<file path="config.mk">
export PLATFORM = sky130hd
export DESIGN_NAME = cci_div
export DESIGN_NICKNAME = d
export VERILOG_FILES = /design/src/hdl/cci_pkg.sv /design/src/hdl/cci_div.sv
export SDC_FILE = /design/constraint.sdc
export NUM_CORES = 1
export LEC_CHECK = 0
export BUFFER_PORTS_ARGS = -buffer_cell sky130_fd_sc_hd__buf_2
export CELL_PAD_IN_SITES_DETAIL_PLACEMENT = 1
export CELL_PAD_IN_SITES_GLOBAL_PLACEMENT = 2
export CORE_ASPECT_RATIO = 1.1
export CORE_MARGIN = 2
export CORE_UTILIZATION = 30
export DETAILED_ROUTE_END_ITERATION = 16
export HOLD_SLACK_MARGIN = 0.06
export PLACE_DENSITY_LB_ADDON = 0.1
export SLEW_MARGIN = 20
export SYNTH_ARGS = -nofsm -noshare
export SYNTH_HDL_FRONTEND = slang
export SYNTH_SLANG_ARGS = --single-unit
</file>
<file path="constraint.sdc">
create_clock -name aclk -period 4.6 [get_ports aclk]
set_clock_uncertainty 0.15 [all_clocks]
set_input_delay 0.69 -clock aclk [delete_from_list [all_inputs] [get_ports aclk]]
set_output_delay 0.69 -clock aclk [all_outputs]
set_load 0.005 [all_outputs]
</file>
<file path="src/hdl/cci_pkg.sv">
// Shared types and fixed widths for the commodity channel index block.
// No dependencies; imported by cci_div, commodity_channel_index_top and the testbench.
package cci_pkg;

    // typical-price sum high + low + close of three 32-bit prices
    localparam int TS_W = 34;
    // period register width and its reset value
    localparam int CFG_W = 7;
    localparam logic [CFG_W-1:0] PERIOD_RESET = 7'd20;

    // index magnitude stays below 200 * 127 / 3 < 2**14, plus 16 fraction bits
    localparam int QI_W = 14;
    localparam int QF_W = 16;
    localparam int QB_W = QI_W + QF_W;

    typedef enum logic [3:0] {
        ST_IDLE,
        ST_FETCH,
        ST_UPDATE,
        ST_WALK,
        ST_DRAIN,
        ST_NUM,
        ST_SCALE,
        ST_DIVGO,
        ST_DIV,
        ST_EMIT
    } state_t;

endpackage

</file>
<file path="src/hdl/cci_div.sv">
// Serial restoring divider: one quotient bit per cycle, then round half up.
// Gives round(dividend * 2**QF_W / divisor); depends on cci_pkg.
module cci_div #(
    parameter int A_W = 63,
    parameter int B_W = 50
) (
    input  logic                        aclk,
    input  logic                        aresetn,
    input  logic                        start,
    input  logic [A_W-1:0]              dividend,
    input  logic [B_W-1:0]              divisor,
    output logic                        done,
    output logic [cci_pkg::QB_W:0]      quotient
);
    import cci_pkg::*;

    localparam int CNT_W = $clog2(QB_W + 1);

    logic             run_reg;
    logic             fin_reg;
    logic             done_reg;
    logic [CNT_W-1:0] cnt_reg;
    logic [B_W-1:0]   rem_reg;
    logic [B_W-1:0]   dsr_reg;
    logic [QB_W-1:0]  dvd_reg;
    logic [QB_W-1:0]  q_reg;
    logic [QB_W:0]    quotient_reg;

    logic [B_W:0]     trial;
    logic             take;
    logic             round_up;

    assign trial    = {rem_reg, dvd_reg[QB_W-1]};
    assign take     = trial >= {1'b0, dsr_reg};
    assign round_up = {rem_reg, 1'b0} >= {1'b0, dsr_reg};

    always_ff @(posedge aclk) begin
        if (!aresetn) begin
            run_reg  <= 1'b0;
            fin_reg  <= 1'b0;
            done_reg <= 1'b0;
            cnt_reg  <= '0;
        end else begin
            done_reg <= fin_reg;
            fin_reg  <= 1'b0;
            if (start) begin
                run_reg <= 1'b1;
                cnt_reg <= CNT_W'(QB_W);
            end else if (run_reg) begin
                cnt_reg <= cnt_reg - 1'b1;
                if (cnt_reg == CNT_W'(1)) begin
                    run_reg <= 1'b0;
                    fin_reg <= 1'b1;
                end
            end
        end
    end

    always_ff @(posedge aclk) begin
        if (start) begin
            // integer part of the quotient fits QI_W bits, so the high part is below divisor
            rem_reg <= B_W'(dividend >> QI_W);
            dsr_reg <= divisor;
            dvd_reg <= {dividend[QI_W-1:0], {QF_W{1'b0}}};
            q_reg   <= '0;
        end else if (run_reg) begin
            rem_reg <= take ? B_W'(trial - {1'b0, dsr_reg}) : B_W'(trial);
            dvd_reg <= dvd_reg << 1;
            q_reg   <= {q_reg[QB_W-2:0], take};
        end
        if (fin_reg) begin
            quotient_reg <= {1'b0, q_reg} + (QB_W+1)'(round_up);
        end
    end

    assign done     = done_reg;
    assign quotient = quotient_reg;

endmodule

</file>
# After elaboration in Yosys (flattened, before gate mapping)
# Cells that the tools add are included.
[totals] in_bits=116 out_inout_bits=32 reg_bits=183 mem_count=0 ramBits=0 romBits=0 latchBits=0
[op_classes] bitwise=2 reduce_logical=3 multipliers=0 magnitude_cmp=2 shift=0 n_mux=11 div=0 addsub=3 eq_ne=1
[ops] op="$ge A51 B50 Y1" n=2
[ops] op="$mux W49" n=2
[ops] op="$mux W30" n=2
[ops] op="$mux W50" n=1
[ops] op="$sub A50 B50 Y50" n=1
[ops] op="$add A30 B1 Y31" n=1
[ops] op="$mux W5" n=2
[ops] op="$eq A5 B1 Y1 const B" n=1
[ops] op="$sub A5 B1 Y5 const B" n=1
[ops] op="$mux W1" n=4
[ops] op="$reduce_or A3 Y1" n=1
[ops] op="$not A1 Y1" n=2
[ops] op="$reduce_bool A2 Y1" n=1
[ops] op="$reduce_or A2 Y1" n=1

# Logic depth before layout (Yosys ltp)
# Gate-level depths: netlist (run 1).
[logic_depth] ltp_word=4 mapped_depth=21 depth_no_buf=19

# Least setup slack after synthesis (run 1)
# No wires, ideal clock.
[synth_timing] kind="reg2reg" from="register rem_reg[24]" to="register quotient_reg[28], in the netlist quotient[28], data pin" required_time_ps=4192 stages_incl_launch_ff=21 path_buffers=2 setup_ps=258 setup_slack_ps=733 synth_period_minus_slack_ps=3867 arrival_time_ps=3459 path_cell_list="edfxtp_1 > ha_1 > clkbuf_1 > nand2_1 > o21ai_0 > a21o_1 > a21oi_1 > o21bai_1 > nand2b_1 > ha_1 > ha_1 > nand3_1 > nor2_1 > and3_1 > clkbuf_1 > nand2_1 > nor2_1 > nand3_1 > nor2_1 > nand4_1 > xnor2_1"
[synth_via] elab_chain_cells=2
[synth_lines] element="start, declared" line_no="cci_div.sv:23" rtl="logic [B_W-1:0] rem_reg;"
[synth_lines] element="start signal, assigned" line_no="cci_div.sv:62" rtl="rem_reg <= B_W'(dividend >> QI_W);"
[synth_lines] element="start signal, assigned" line_no="cci_div.sv:67" rtl="rem_reg <= take ? B_W'(trial - {1'b0, dsr_reg}) : B_W'(trial);"
[synth_lines] element="$ge A51 B50 Y1" line_no="cci_div.sv:35" rtl="assign round_up = {rem_reg, 1'b0} >= {1'b0, dsr_reg};"
[synth_lines] element="$add A30 B1 Y31" line_no="cci_div.sv:72" rtl="quotient_reg <= {1'b0, q_reg} + (QB_W+1)'(round_up);"
[synth_lines] element="end signal, assigned" line_no="cci_div.sv:72"
[synth_lines] element="end, declared" line_no="cci_div.sv:27" rtl="logic [QB_W:0] quotient_reg;"
# Every way passes these cells.
# A chain may end at the register's enable or synchronous reset.

# Worst setup path in the final report (run 1)
[layout_timing] from="register rem_reg[46]" to="register quotient_reg[28], in the netlist quotient[28], data pin"
# The elaborated chain is that of the path after synthesis.

==> impl_metrics.toml, run 1 <==
[status]
status = "completed"

[worst_hold_path]
hold_end = "dsr_reg[36]"
hold_path.class = "in -> reg"
hold_path.startpoint = "divisor[36]"
whs_path_depth = 1

[yosys]
ys_ff_latch = 183
async_flop_share = 0
syn-num-nets = 1269
syn_inst = 1097
ys.flop_type = "edfxtp_1"
synthDistinctLibCells = 69
synth.cell_area_um2 = 11000
yosysWarningCount = 0
ys_seq_area_frac = 0.464
avgSynthCellArea_um2 = 10.0
synth-edff-count = 144

[layout]
synthToLayoutAreaGrowth_pct = 18.3
final_util = 0.360
fin_cells = 1750
final_nets = 1420
fill_cells = 4214
drive_above_1_share = 0.230

[clocking]
clk_pin_slew_ns = 0.08
cts.sinks = 183
cts_buffers = 17
h-tree-depth = 4
cts_hold_buffers = 0
cts_max_path_buffers = 2
clockRootBuffer = "clkbuf_16"
cts_tree = "yes"
clock_latency_ns = 0.47

[drt]
ant_nets = 0
vias = 8559
drt_first_iter_violations = 424
drc = 0
wl_per_cell_um = 18.0
dr.pass1.iters = 4
routed_wl_mm = 31.5
vias_per_cell = 4.89

[timing]
maxClockFrequency_mhz = 236
setup_viol = 0
slew_headroom = 0.465
min_period_ns = 4.24
maxSlewViolCount = 0
finalHoldViolations = 0
min_period_over_period = 0.921
worst_slew_pin_slew_ns = 0.803

[critical_path]
slowest_stage = "edfxtp_1"
startpoint_type = "register"
rr_startpoint = "rem_reg[46]"
cp-end-kind = "register"
reg2reg_slack_ns = 0.36
path_class = "reg -> reg"
cp.required_ns = 4.67
r2r-end = "quotient[28]"
path_max_fanout = 6
r2r_cells = 18
cp.buffers_inverters = 0
cp_top_family = "simple AND/OR/NAND/NOR gates"
arrival_ns = 4.31
slowest_delay_ns = 0.40
crit_chain = "ha_1 > nand4b_1 > nor4_4 > nand2_1 > nor2_2 > o21ai_0 > nand2b_1 > ha_1 > ha_1 > nand3_1 > nor2_1 > and3_1 > nand2_1 > nor2_2 > nand3_1 > nor2_2 > nand4_1 > xnor2_1"

[place]
io_buffer_count = 147
placedCellCount = 1715
place_congestion = 0.782
hpwl_mm = 23.5

[die]
die_h_um = 205
die_area_um2 = 38200
num_rows = 73
io_pins = 148
core_um2 = 36200
start_util = 0.304
chipWidth_um = 187

[pwr]
leakagePower_nw = 5.26
p_per_area_nw_per_um2 = 492
max-vdd-ir-drop_mv = 0.284

[global_route]
use_met3 = 0.0416
grt_util_all_layers = 0.169
grt_overflow = 0
grt.busiest_layer = "met2"
antenna_found_initial = 4
grt_max_degree = 127
grt_pass1_wl_mm = 50.2
gr-usage-met2 = 0.284
gr-usage-met1 = 0.215
grt_pass1_vias = 9047

[job]
maxCapViolations = 0
==> metrics by stage <==
step                      total power [W]  worst slack [ns]  TNS [ns]  hold WS, ns  cell area (um2)
final                             0.00640             0.364         0        0.241            13000
after global routing              0.00689           -0.0366   -0.0366        0.224            13000
after CTS                         0.00650            0.0592         0        0.208            13000
after detailed placement          0.00501             0.100         0        0.377            12400
after global placement            0.00500             0.260         0        0.369            12400
after floorplan                   0.00417             0.733         0        0.322            11000
==> layout make-up <==
class,instances,area (um2),area share
Sequential cell,183,5110,0.392
Clock buffer,19,433,0.0333
Tap cell,487,609,0.0468
Clock inverter,13,111,0.00856
Inverter,83,312,0.0239
Timing Repair Buffer,183,1050,0.0807
Multi-Input combinational cell,780,5390,0.414
Antenna cell,2,5.00,0.000385
==> logic make-up after synthesis <==
family,count (synthesis),share of synthesized area
XOR/XNOR,68,0.0541
multiplexers,73,0.0711
flip-flops,183,0.464
adder cells (fa/ha/maj),56,0.0644
buffers and inverters,134,0.0509
AO/OA/AOI/OAI,255,0.150
AND/OR/NAND/NOR,328,0.146
==> layer usage <==
metal | vias up | wire length, um
met3 | 31 | 1240
met2 | 126 | 14900
li1 | 4268 | -
met4 | 6 | 508
met5 | - | 34
met1 | 4128 | 14700
==> power breakdown <==
group / switching (W) / internal, W
logic: 0.00167 / 0.00114
registers: 0.000109 / 0.00205
clock network: 0.000729 / 0.000711
==> layout by cell type (no fill, tap or decap), types with 11 or more instances in the layout <==
cell and count:
a211oi_1 20, a21o_1 19, a21oi_1 84, a31oi_1 11
and3_1 12, buf_2 146, buf_4 33, clkbuf_16 17
dfxtp_1 38, edfxtp_1 144, ha_1 52, inv_1 82
mux2_2 41, mux2i_1 32, nand2_1 81, nand3_1 27
nand4_1 19, nor2_1 92, nor2_2 13, nor3_1 23
o21ai_0 42, o21bai_1 12, xnor2_1 46, xor2_1 22
==> cells in the mapped netlist (5+ instances only) <==
cell type	instances	area, um2
a31oi_1	11	68.8
nor2_2	10	62.6
and2_1	5	31.3
ha_1	55	688
inv_1	83	312
clkbuf_1	25	93.8
nor3b_1	7	52.6
o21ai_1	8	40.0
o21ai_0	42	210
nand4_1	19	119
o21bai_1	13	97.6
buf_2	13	65.1
mux2i_1	32	320
o211ai_1	6	45.0
nand2b_1	10	62.6
a21o_1	19	143
nor3_1	23	115
edfxtp_1	144	4320
a211oi_1	20	150
and3_1	12	75.1
buf_1	6	22.5
nand3b_1	5	37.5
or3_1	5	31.3
nor2_1	95	357
nor4b_1	5	43.8
nand2_1	81	304
xor2_1	22	193
a21oi_1	84	420
dfxtp_1	39	781
o21a_1	9	67.6
xnor2_1	46	403
nor2b_1	10	62.6
mux2_2	41	462
nand3_1	27	135
==> worst max-delay path by stage <==
stage | from | endpoint | slack, ns | cells past startpoint
5_1_grt | rem_reg[46] | quotient[28] | -0.04 | 18
4_1_cts | rem_reg[38] | quotient[28] | 0.06 | 18
3_3_place_gp | rem_reg[7] | quotient[28] | 0.26 | 19
2_1_floorplan | rem_reg[24] | quotient[28] | 0.73 | 20
6_report | rem_reg[46] | quotient[28] | 0.36 | 18
3_5_place_dp | rem_reg[38] | quotient[28] | 0.10 | 18
==> timing repair <==
item	4_1_cts	5_1_grt
setup buffers	0	1
resized for setup	0	11
setup endpoints to repair	0	7
No activity file was read; power rests on OpenSTA's default activity.
==> inputs of run 2 (changes only) <==
- CAP_MARGIN: unset -> 20
- clock period: 4.6 -> 5.06 ns (I/O delays scaled with it)
==> impl_metrics.toml, run 2 (synthesis results as in run 1) <==
[status]
status = "completed"

[drt]
drt_first_iter_violations = 383
wl_per_cell_um = 18.0
routed_wl_mm = 31.0
vias_per_cell = 4.90
drc = 0
dr.pass1.iters = 4
ant_nets = 0
vias = 8440

[clocking]
h-tree-depth = 4
cts_tree = "yes"
clk_pin_slew_ns = 0.08
cts_hold_buffers = 0
cts_max_path_buffers = 2
clock_latency_ns = 0.46
clockRootBuffer = "clkbuf_16"
cts_buffers = 17
cts.sinks = 183

[global_route]
grt_max_degree = 111
grt_overflow = 0
grt_pass1_wl_mm = 50.1
grt_util_all_layers = 0.169
grt_pass1_vias = 8890
antenna_found_initial = 5

[die]
io_pins = 148
core_um2 = 36200
num_rows = 73
die_area_um2 = 38200
chipWidth_um = 187
start_util = 0.304
die_h_um = 205

[critical_path]
cp.required_ns = 5.13
arrival_ns = 4.60
r2r-end = "quotient[28]"
cp-end-kind = "register"
path_class = "reg -> reg"
reg2reg_slack_ns = 0.53
startpoint_type = "register"
path_max_fanout = 7
r2r_cells = 19
rr_startpoint = "rem_reg[7]"

[layout]
final_cell_mix = "buf_2, edfxtp_1, nor2_1"
fin_cells = 1723
drive_above_1_share = 0.210
final_nets = 1395
diodes = 0
mostFrequentLayoutCell = "buf_2"
synthToLayoutAreaGrowth_pct = 16.5

[place]
placedCellCount = 1691
place_congestion = 0.755
hpwl_mm = 23.3
io_buffer_count = 147
preCtsSetupSlack_ns = 0.396

[timing]
finalHoldViolations = 0
setup_slack_ns = 0.529
min_period_over_period = 0.895
slew_headroom = 0.363
worst_slew_pin_slew_ns = 0.955
maxSlewViolCount = 0
min_period_ns = 4.53
setup_viol = 0
worst_hold_slack_ns = 0.315
fin_setup_tns_ns = 0
rsz0062_at_grt = "false"
maxClockFrequency_mhz = 221

[job]
maxCapViolations = 0

[worst_hold_path]
hold_path.startpoint = "divisor[3]"
hold_path.class = "in -> reg"
whs_path_depth = 1
hold_end = "dsr_reg[3]"

[pwr]
leakagePower_nw = 5.14
max-vdd-ir-drop_mv = 0.287
p_per_area_nw_per_um2 = 450
## run 2: cell count changes in the layout (fill, tap and decap cells not counted), sizes merged
cell	before	now
inv	92	94
buf	183	158
clkinv	4	0
clkbuf	19	20
diode	2	0
bufinv	0	1
## run 2: worst max path at each step
| stage | from | cells after the start | to | slack [ns] |
|---|---|---|---|---|
| after global placement | rem_reg[39] | 18 | quotient[28] | 0.57 |
| after global routing | rem_reg[7] | 19 | quotient[28] | 0.03 |
| after floorplan | rem_reg[24] | 20 | quotient[28] | 1.19 |
| after detailed placement | rem_reg[39] | 18 | quotient[28] | 0.40 |
| final | rem_reg[7] | 19 | quotient[28] | 0.53 |
| after CTS | rem_reg[39] | 18 | quotient[28] | 0.39 |
## run 2: layer usage
| metal | global-route usage | share of wire | wire length (um) |
|---|---|---|---|
| met3 | 0.0370 | 0.034 | 1060 |
| met4 | 0.0476 | 0.012 | 374 |
| met2 | 0.282 | 0.48 | 14700 |
| met5 | 0 | 0.0018 | 57 |
| met1 | 0.221 | 0.48 | 14800 |
## run 2: repair_timing
action / CTS / global route
setup buffers: 0 / 0
endpoints found under the setup margin: 0 / 2
resized for setup: 0 / 4
## run 2: metrics by stage
stage | instance area, um2 | util | total power, W
5_1_grt | 12800 | 0.354 | 0.00622
3_5_place_dp | 12200 | 0.338 | 0.00447
6_report | 12800 | 0.354 | 0.00577
2_1_floorplan | 11000 | - | 0.00380
4_1_cts | 12800 | 0.354 | 0.00588
3_3_place_gp | 12200 | 0.338 | 0.00446
## run 2: power breakdown
group	total, W	switching, W	internal, W	leakage (nW)
registers	0.00196	0.0000985	0.00186	1.73
logic	0.00246	0.00148	0.000971	3.13
clock network	0.00136	0.000655	0.000700	0.283
total	0.00577	0.00224	0.00353	5.14
## run 2: critical path, cell delays in order (launching register included)
cell and delay [ns]:
edfxtp_1 0.39, ha_1 0.44, nand3_1 0.17, nor4_2 0.38, buf_4 0.20, o21ai_0 0.09
a21boi_0 0.23, o21ai_0 0.11, nand2b_1 0.16, ha_1 0.21, ha_1 0.21, nand3_1 0.10
nor2_1 0.15, and3_1 0.30, nand2_1 0.12, nor2_1 0.21, nand3_1 0.15, nor2_1 0.24
nand4_1 0.14, xnor2_1 0.15
## run 2: layout make-up
class / instances / area [um2]
fill: 4206 / 23300
sequential: 183 / 5110
timing repair buffer: 158 / 862
inverter: 83 / 312
tap: 487 / 609
multi-input combinational: 780 / 5360
clock buffer: 20 / 437
clock inverter: 12 / 131
==> inputs of run 3 (changes only) <==
- RECOVER_POWER: unset -> 25
==> impl_metrics.toml, run 3 (synthesis results as in run 1) <==
[place]
place_congestion = 0.755
io_buffer_count = 147
preCtsSetupSlack_ns = 0.396
hpwl_mm = 23.3
placed_cell_area_um2 = 12200

[layout]
diodes = 0
multi_input_area_um2 = 5360
final_nets = 1395
stdcell_area_um2 = 12800
fill_cells = 4210
final_cell_mix = "edfxtp_1, buf_2, nor2_1"
drive_above_1_share = 0.200
mostFrequentLayoutCell = "edfxtp_1"
regArea_um2 = 5110
synthToLayoutAreaGrowth_pct = 16.4

[drt]
drt_first_iter_violations = 388
dr.pass1.iters = 5
vias = 8449
ant_nets = 0
routed_wl_mm = 31.1
drc = 0
wl_per_cell_um = 18.0
vias_per_cell = 4.90

[die]
chipWidth_um = 187
die_h_um = 205
io_pins = 148
start_util = 0.304
die_area_um2 = 38200
num_rows = 73
core_um2 = 36200

[critical_path]
cp.required_ns = 5.13
r2r_cells = 18
path_class = "reg -> reg"
reg2reg_slack_ns = 0.53
cp-startpoint = "rem_reg[24]"
path_max_fanout = 8
cp-end-kind = "register"
slowest_stage = "ha_1"
cp_top_family = "simple AND/OR/NAND/NOR gates"
arrival_ns = 4.59
rr_startpoint = "rem_reg[24]"
cp.buffers_inverters = 0
slowest_delay_ns = 0.45
crit_chain = "ha_1 > nand2_1 > o21ai_0 > a21o_1 > a21oi_1 > o21bai_1 > nand2b_1 > ha_1 > ha_1 > nand3_1 > nor2_1 > and3_1 > nand2_1 > nor2_1 > nand3_1 > nor2_1 > nand4_1 > xnor2_1"
crit_cells = 18
startpoint_type = "register"

[timing]
maxClockFrequency_mhz = 221
min_period_over_period = 0.895
finalHoldViolations = 0
setup_slack_ns = 0.534
rsz0062_at_grt = "false"
maxSlewViolCount = 33
fin_setup_tns_ns = 0
min_period_ns = 4.53
setup_viol = 0
worst_slew_pin_slew_ns = 1.86
slew_headroom = -0.238

[status]
violations = "max-capacitance violations, max-slew violations"
status = "finished, violations left"

[clocking]
postCtsSetupRepairBufs = 0
cts_buffers = 17
cts_tree = "yes"
cts_max_path_buffers = 2
cts_hold_buffers = 0
h-tree-depth = 4
clk_pin_slew_ns = 0.08
clockRootBuffer = "clkbuf_16"
cts.sinks = 183
cts_resized = 0
clock_latency_ns = 0.46

[worst_hold_path]
hold_path.class = "in -> reg"
whs_path_depth = 1
hold_path.startpoint = "divisor[3]"

[pwr]
max-vdd-ir-drop_mv = 0.287
report.power.total_w = 0.00577
p_per_area_nw_per_um2 = 451
leakagePower_nw = 5.10

[global_route]
grt_pass1_vias = 8890
grt_util_all_layers = 0.169
grt_overflow = 0
grt_max_degree = 111
grt_pass1_wl_mm = 50.1
antenna_found_initial = 5

[job]
maxCapViolations = 1
## run 3: cell count changes in the layout (fill, tap and decap cells not counted)
cell and delta:
buf_4 -1, clkbuf_1 +12, buf_2 -11
## run 3: path summary, 6_finish.rpt
| path | endpoint |
|---|---|
| worst max register to register | quotient[28] |
| worst min register to register | q_reg[22] |
| worst min-delay path | dsr_reg[3] |
| worst max-delay path | quotient[28] |
## run 3: final cells by class
cell class,instances,share of cell area
multi-input cells,780,0.419
flip-flops and latches,183,0.399
repair buffers,158,0.0660
well taps,487,0.0476
clock buffers,20,0.0341
inverters,83,0.0243
clock inverters,12,0.0103
## run 3: through the flow
step,instances,utilization,hold WS [ns]
6_report,1723,0.354,0.314
5_1_grt,1723,0.354,0.290
4_1_cts,1723,0.354,0.276
3_5_place_dp,1691,0.338,0.378
3_3_place_gp,1691,0.338,0.374
2_1_floorplan,1097,-,0.322
## run 3: metal layers
layer  share of wire  GRT usage  routed length, um
met5          0.0018          0                 57
met1            0.48      0.221              14800
met3           0.035     0.0370               1080
met2            0.48      0.282              14800
met4           0.012     0.0476                378
## run 3: report_power, final
group | switching (W) | internal, W
clock network | 0.000655 | 0.000700
logic | 0.00148 | 0.000970
registers | 0.0000984 | 0.00186
